[config.mk]
export PLATFORM = sky130hd
export DESIGN_NAME = rgt_scale
export DESIGN_NICKNAME = d
export VERILOG_FILES = /design/src/hdl/rgt_pkg.sv /design/src/hdl/rgt_scale.sv
export SDC_FILE = /design/constraint.sdc
export NUM_CORES = 2
export LEC_CHECK = 0
export ABC_AREA = 1
export BUFFER_PORTS_ARGS = -buffer_cell sky130_fd_sc_hd__buf_2
export CORE_AREA = 10 10 334 336
export DETAILED_ROUTE_END_ITERATION = 10
export DIE_AREA = 0 0 344 346
export MAX_ROUTING_LAYER = met4
export PLACE_DENSITY = 0.76
export SYNTH_ARGS = -nofsm -noshare
export SYNTH_HDL_FRONTEND = slang
export SYNTH_SLANG_ARGS = --single-unit
[constraint.sdc]
create_clock -name clk -period 22 [get_ports clk]
set_input_delay 5.5 -clock clk [delete_from_list [all_inputs] [get_ports clk]]
set_output_delay 5.5 -clock clk [all_outputs]
set_load 0.005 [all_outputs]
[src/hdl/rgt_pkg.sv]
// rgt_pkg: shared types, widths and constants of the rainbow gradient tint core
// depends on nothing
package rgt_pkg;

  localparam int MAX_LINE = 4096;
  localparam int SPAN_W   = 13;
  localparam int POS_W    = 12;
  localparam int STEP_W   = 10;
  localparam int D_W      = 13;
  localparam int D2_W     = 25;
  localparam int W_W      = 37;
  localparam int SUM_W    = 40;
  localparam int REM_W    = 41;
  localparam int LUMA_W   = 24;
  localparam int QUO_W    = 18;
  localparam int TINT_W   = 17;
  localparam int N_ANCHOR = 6;
  localparam int N_PAIR   = 3;
  localparam int N_CHAN   = 3;
  localparam int CFG_IDX_W = 2;

  localparam logic [SPAN_W-1:0] SPAN_RESET = 13'd480;
  localparam logic [15:0] RECIP5_SPAN = 16'd52429;
  localparam logic [13:0] RECIP5_OUT  = 14'd13108;
  localparam logic [15:0] LUMA_R = 16'd19595;
  localparam logic [15:0] LUMA_G = 16'd38470;
  localparam logic [15:0] LUMA_B = 16'd7471;

  localparam logic [CFG_IDX_W-1:0] REG_AXIS = 2'd0;
  localparam logic [CFG_IDX_W-1:0] REG_SPAN = 2'd1;

  // anchor colours in halves, channel order r g b
  localparam logic [1:0] ANCHOR_HALF [N_ANCHOR][N_CHAN] = '{
    '{2'd2, 2'd0, 2'd0}, '{2'd2, 2'd1, 2'd0}, '{2'd2, 2'd2, 2'd0},
    '{2'd0, 2'd2, 2'd0}, '{2'd0, 2'd0, 2'd2}, '{2'd2, 2'd0, 2'd2}
  };

  typedef struct packed {
    logic [7:0]       red;
    logic [7:0]       green;
    logic [7:0]       blue;
    logic [POS_W-1:0] row;
    logic [POS_W-1:0] col;
  } pix_in_t;

  typedef struct packed {
    logic [7:0] out_red;
    logic [7:0] out_green;
    logic [7:0] out_blue;
  } pix_out_t;

  typedef struct packed {
    logic [N_CHAN-1:0][SUM_W-1:0] num;
    logic [SUM_W-1:0]             den;
    logic [LUMA_W-1:0]            luma;
  } div_beat_t;

  typedef struct packed {
    logic [N_CHAN-1:0][QUO_W-1:0] quo;
    logic [LUMA_W-1:0]            luma;
  } scale_beat_t;

  function automatic logic [SUM_W-1:0] half_mul(input logic [W_W-1:0] w,
                                                input logic [1:0] half);
    logic [SUM_W-1:0] res;
    case (half)
      2'd1:    res = SUM_W'(w);
      2'd2:    res = SUM_W'({w, 1'b0});
      default: res = '0;
    endcase
    return res;
  endfunction

endpackage

[src/hdl/rgt_scale.sv]
// rgt_scale: three-stage luma times tint scaling with rounding and saturation
// depends on rgt_pkg
module rgt_scale (
  input  logic                 clk,
  input  logic                 rst_n,
  input  logic                 in_valid,
  input  rgt_pkg::scale_beat_t in_beat,
  output logic                 out_valid,
  output rgt_pkg::pix_out_t    out_pix
);

  logic [2:0] vld_r;
  logic [rgt_pkg::N_CHAN-1:0][40:0] prod_nxt, prod_r;
  logic [rgt_pkg::N_CHAN-1:0][12:0] y_nxt, y_r;
  logic [rgt_pkg::N_CHAN-1:0][7:0]  res_nxt, res_r;

  always_comb begin
    logic [rgt_pkg::TINT_W-1:0] tint;
    logic [45:0] x;
    logic [26:0] qp;
    for (int c = 0; c < rgt_pkg::N_CHAN; c++) begin
      tint = rgt_pkg::TINT_W'((rgt_pkg::QUO_W'(in_beat.quo[c]) + rgt_pkg::QUO_W'(1)) >> 1);
      prod_nxt[c] = 41'(in_beat.luma) * 41'(tint);
      x = 46'(prod_r[c]) * 46'(12) + (46'(5) << 32);
      y_nxt[c] = x[45:33];
      qp = 27'(y_r[c]) * 27'(rgt_pkg::RECIP5_OUT);
      res_nxt[c] = (qp[26:16] > 11'd255) ? 8'd255 : qp[23:16];
    end
  end

  always_ff @(posedge clk) begin
    if (!rst_n) begin
      vld_r <= '0;
    end else begin
      vld_r <= {vld_r[1:0], in_valid};
    end
    prod_r <= prod_nxt;
    y_r    <= y_nxt;
    res_r  <= res_nxt;
  end

  assign out_valid         = vld_r[2];
  assign out_pix.out_red   = res_r[0];
  assign out_pix.out_green = res_r[1];
  assign out_pix.out_blue  = res_r[2];

endmodule

Yosys cells after proc, flatten, opt, wreduce, memory -nomap -nowiden
Cells that the tools add are included.

storage, ports and cells
  register bits after elaboration = 189
  input bits = 81
  word-level logic and storage cells = 28
  output and inout port bits = 25

cells by class
  magnitude comparators = 3
  $mul = 9
  add/sub/neg operators = 6

operators with widths
  cell                                                                              number
  45-bit by 35-bit adder with 46-bit output, second input constant                  3
  41-bit by 2-bit multiplier with 43-bit output, second input constant              3
  24-bit by 17-bit multiplier with 41-bit output                                    3
  13-bit by 12-bit multiplier with 25-bit output, second input constant             3
  18-bit by 1-bit adder with 18-bit output, second input constant                   3
  11-bit by 8-bit greater-than comparator with 1-bit output, second input constant  3

Longest topological paths before layout
  depth after elaboration = 2
  mapped depth = 38
  gate-level depth less buffers = 36

Worst setup path before layout
No wires, ideal clock.

  path type = input to register
  start point = input port in_beat[24] (netlist name)
  end point = register prod_r[31] (netlist name)
  data required time = 21.880 ns
  library setup time = 0.120 ns
  stages = 33
  path slack = 10.502 ns
  data arrival time = 11.378 ns
  buffers on the path = 1
  path through = ha_1 > nand2_1 > nor2_1 > nand2_1 > nor2_1 > nand2_1 > nor2_1 > inv_1 > nor2_1 > inv_1 > o21bai_1 > nand2_1 > inv_1 > buf_2 > nand2_1 > fa_1 > inv_1 > fa_1 > fa_1 > fa_1 > fa_1 > inv_1 > fa_1 > inv_1 > ha_1 > a21oi_1 > o21ai_0 > a211oi_1 > o21ai_1 > a21oi_1 > o21ai_0 > nand2_1 > nand2_1

RTL lines
  what                  RTL line         text
  start, declared       rgt_scale.sv:7   input rgt_pkg::scale_beat_t in_beat,
  end signal, assigned  rgt_scale.sv:37  prod_r <= prod_nxt;
  end, declared         rgt_scale.sv:13  logic [rgt_pkg::N_CHAN-1:0][40:0] prod_nxt, prod_r;

==> summary.md <==
| Metric | Value |
|---|---|
| Run status | finished clean |
| Min-Delay Path Depth | 2 |
| Type of origin of the critical path | input port |
| Number of warnings reported in the yosys synthesis log | 0 |
| Clock latency at the later pin of the worst-skew pair | ~520 ps |
| IO buf count | between 100 and 150 |
| Highest fanout seen on the critical path | 13 |
| Die Width | 344 um |
| DR vias | approximately 54000 |
| Final-layout worst hold slack | ~420 ps |
| Number of sinks driven by the clock tree | about 190 |
| Pin count of the biggest net entering global routing | 42 |
| Initial core utilization | 59.65% |
| Slowest cell delay on critical path | approximately 660 ps |
| Worst min path class | reg -> reg |
| Worst hold start | vld_r[0] |
| Maxcap violations | 0 |
| Period minus WS final | 12650 ps |
| Post-Route WL | 185800 um |
| Clock root cell | sky130_fd_sc_hd__clkbuf_16 |
| Critical R2R Launch | y_r[16] |
| Path type of the worst setup path | in -> reg |
| Cells after Synth | roughly 8400 |
| Number of buffers inserted by hold repair at cts | 0 |
| RePlAce Congestion | 0.9869 |
| Initial antenna violation count | 4 |
| Mean instance size in the synthesized netlist | approximately 7.4 um2 |
| TritonCTS clock tree | yes |
| Worst slew margin relative to its limit | a little under a fifth |
| Wire length of the first global-routing pass | ~300000 um |
| Worst reg2reg setup slack | 17220 ps |
| Syn nets | slightly above 10000 |
| CP Launch Point | in_beat[25] |
| Max clock buf depth | 2 |
| DRC violation count after routing | 0 |
| HPWL after detailed placement | roughly 150000 um |
| Worst path required time | about 22000 ps |
| Inserted Clock Buffers | 17 |
| Vias in the first global route | 56650 |
| DIE AREA | approximately 120000 um2 |
| Slew Limit Fails | 0 |
| Total iterations of the first detailed-routing run | 6 |
| Final ANT Viol Nets | 0 |
| Die H | around 350 um |
| Clock input transition at the sequential cells of the worst setup and hold paths | around 80 ps |
| Portion of synthesized cell area occupied by the leading cell type | between 30% and 40% |
| Part of the Yosys area used for sequential elements | about 6% |
| Detailed Route Iter0 Violations | 4330 |
| Transition time of the tightest slew-check pin | 1219 ps |
| Most repeated library cell on the critical path | sky130_fd_sc_hd__nand2_1 |
| Count of endpoints failing setup in the final report | 0 |
| Flip-flop and latch count after synthesis | roughly 190 |
| Fillcell total | between 9000 and 10000 |
| Area of the mapped netlist | about 63000 um2 |
| Detail-routed via count per cell | about 5.5 |
| Total global routing overflow | 0 |
| Wire per inst | between 15 and 20 um |
| Main flop type after synthesis | sky130_fd_sc_hd__dfxtp_1 |
| Growth of design area from synthesis to finish | 3.680% |
| Placeable Area | 104800 um2 |
| Post-synthesis cell type with the largest combined area | sky130_fd_sc_hd__fa_1 |
| FF/Latch Area | between 3000 and 4000 um2 |
| Final setup skew | about 19 ps |
| Asr flop ratio synth | 0% |
| Number of flops mapped to enable cells by yosys | 0 |
| Leading post-synthesis cells by cell area | sky130_fd_sc_hd__fa_1 36%, sky130_fd_sc_hd__ha_1 15%, sky130_fd_sc_hd__nand2_1 13%, sky130_fd_sc_hd__inv_1 12%, sky130_fd_sc_hd__dfxtp_1 6.1% |
| Capturing element of the worst setup path | prod_r[31] |
| Setup TNS after final layout | 0 ps |
| Layout net count | 10347 |
| Number of primary I/O pins | approximately 110 |
| Number of buffers added for setup after CTS | 0 |
| Worst path slowest cell | sky130_fd_sc_hd__inv_1 |
| Capturing point of the worst reg2reg path | out_pix[8] |
| Worst R2R Path Depth | 17 |
| Arrival time worst endpoint | 13060 ps |
| Fraction of layout cells with a size suffix above 1 | roughly 4.0% |
| Number of gates resized after cts | 0 |
| Final hold vios | 0 |
| Crit end category | flop |
| Number of core rows | 119 |
| Overall fraction of global-route tracks in use | 32.57% |
| CTS H-tree depth | 4 |
| Share of the cycle needed by the critical path after routing | between 50 and 60% |
| Unrepaired setup endpoints after global routing | no |
| Count of distinct cell types in the synthesized netlist | 56 |
| Highest Clock Rate | around 79 MHz |
| Area of the multi-input gates | 50020 um2 |
[worst min path at each step]
stage                          end
after detailed placement  vld_r[1]
after floorplan           vld_r[1]
after CTS                 vld_r[1]
after global routing      vld_r[1]
final                     vld_r[1]
after global placement    vld_r[1]
[layout make-up]
cell class	count	share of cell area, %
clock inverters	9	0.1119
clock buffers	23	0.7219
repair buffers	149	1.320
flip-flops and latches	189	5.837
inverters	2096	12.14
multi-input cells	5956	77.17
well taps	1391	2.685
diodes	5	0.01930
[cell usage in the layout, fill, tap and decap left out, types with 15 or more instances in the layout]
cell	count
sky130_fd_sc_hd__a21o_1	22
sky130_fd_sc_hd__a21oi_1	245
sky130_fd_sc_hd__a31oi_1	35
sky130_fd_sc_hd__buf_2	105
sky130_fd_sc_hd__buf_4	44
sky130_fd_sc_hd__clkbuf_16	17
sky130_fd_sc_hd__clkinv_1	20
sky130_fd_sc_hd__dfxtp_1	189
sky130_fd_sc_hd__fa_1	1116
sky130_fd_sc_hd__ha_1	741
sky130_fd_sc_hd__inv_1	2061
sky130_fd_sc_hd__inv_2	15
sky130_fd_sc_hd__nand2_1	2144
sky130_fd_sc_hd__nand2_2	34
sky130_fd_sc_hd__nand3_1	189
sky130_fd_sc_hd__nand4_1	68
sky130_fd_sc_hd__nor2_1	778
sky130_fd_sc_hd__nor2_2	50
sky130_fd_sc_hd__nor3_1	41
sky130_fd_sc_hd__nor4_1	27
sky130_fd_sc_hd__o21a_1	15
sky130_fd_sc_hd__o21ai_0	112
sky130_fd_sc_hd__o21bai_1	36
sky130_fd_sc_hd__or2_2	17
sky130_fd_sc_hd__xnor2_1	55
sky130_fd_sc_hd__xor2_1	114
[cells in the mapped netlist (50+ instances only)]
| cell type | count |
|---|---|
| sky130_fd_sc_hd__nand4_1 | 68 |
| sky130_fd_sc_hd__nor2_1 | 778 |
| sky130_fd_sc_hd__nand3_1 | 189 |
| sky130_fd_sc_hd__a21oi_1 | 245 |
| sky130_fd_sc_hd__nor2_2 | 50 |
| sky130_fd_sc_hd__ha_1 | 741 |
| sky130_fd_sc_hd__xor2_1 | 114 |
| sky130_fd_sc_hd__nand2_1 | 2144 |
| sky130_fd_sc_hd__dfxtp_1 | 189 |
| sky130_fd_sc_hd__xnor2_1 | 55 |
| sky130_fd_sc_hd__fa_1 | 1116 |
| sky130_fd_sc_hd__o21ai_0 | 112 |
| sky130_fd_sc_hd__inv_1 | 2061 |
| sky130_fd_sc_hd__clkbuf_1 | 160 |
[state kept, by name (all words and copies together), names as in the netlist]
name	cells
y_r	39
prod_r	123
out_pix	24
vld_r	3
[stage by stage]
stage | utilization [%] | area, um2 | instances | setup WS (ps)
floorplan | - | 62520 | 8446 | 10500
global placement | 61.32 | 64270 | 9781 | 8960
detailed placement | 61.32 | 64270 | 9781 | 8927
CTS | 61.83 | 64810 | 9813 | 9476
global route | 61.84 | 64820 | 9816 | 8856
finish | 61.84 | 64820 | 9818 | 9345
[critical path, delay by kind of cell]
kind            cells  cell delay [ps]
buf+inv             7             1020
simple gates       11             1570
fa+ha+maj           8             3470
compound gates      7             1490
[per-layer routing]
metal / global-route usage (%) / routed length [um] / up-vias
li1: - / - / 24921
met1: 40.74 / 74020 / 26196
met2: 50.81 / 84380 / 2441
met3: 7.370 / 18620 / 617
met4: 13.17 / 8761 / 0
met5: - / 0 / -
[cell families after synthesis]
| family | Yosys count | synth area share, % |
|---|---|---|
| xor+xnor | 173 | 2.489 |
| simple gates | 3399 | 22.12 |
| fa+ha+maj | 1857 | 50.56 |
| flops | 189 | 6.052 |
| compound gates | 527 | 4.839 |
| buf+inv | 2301 | 13.94 |
Power is not shown: default switching activity piles up to over one toggle a cycle in this logic, so the estimate is an artifact.
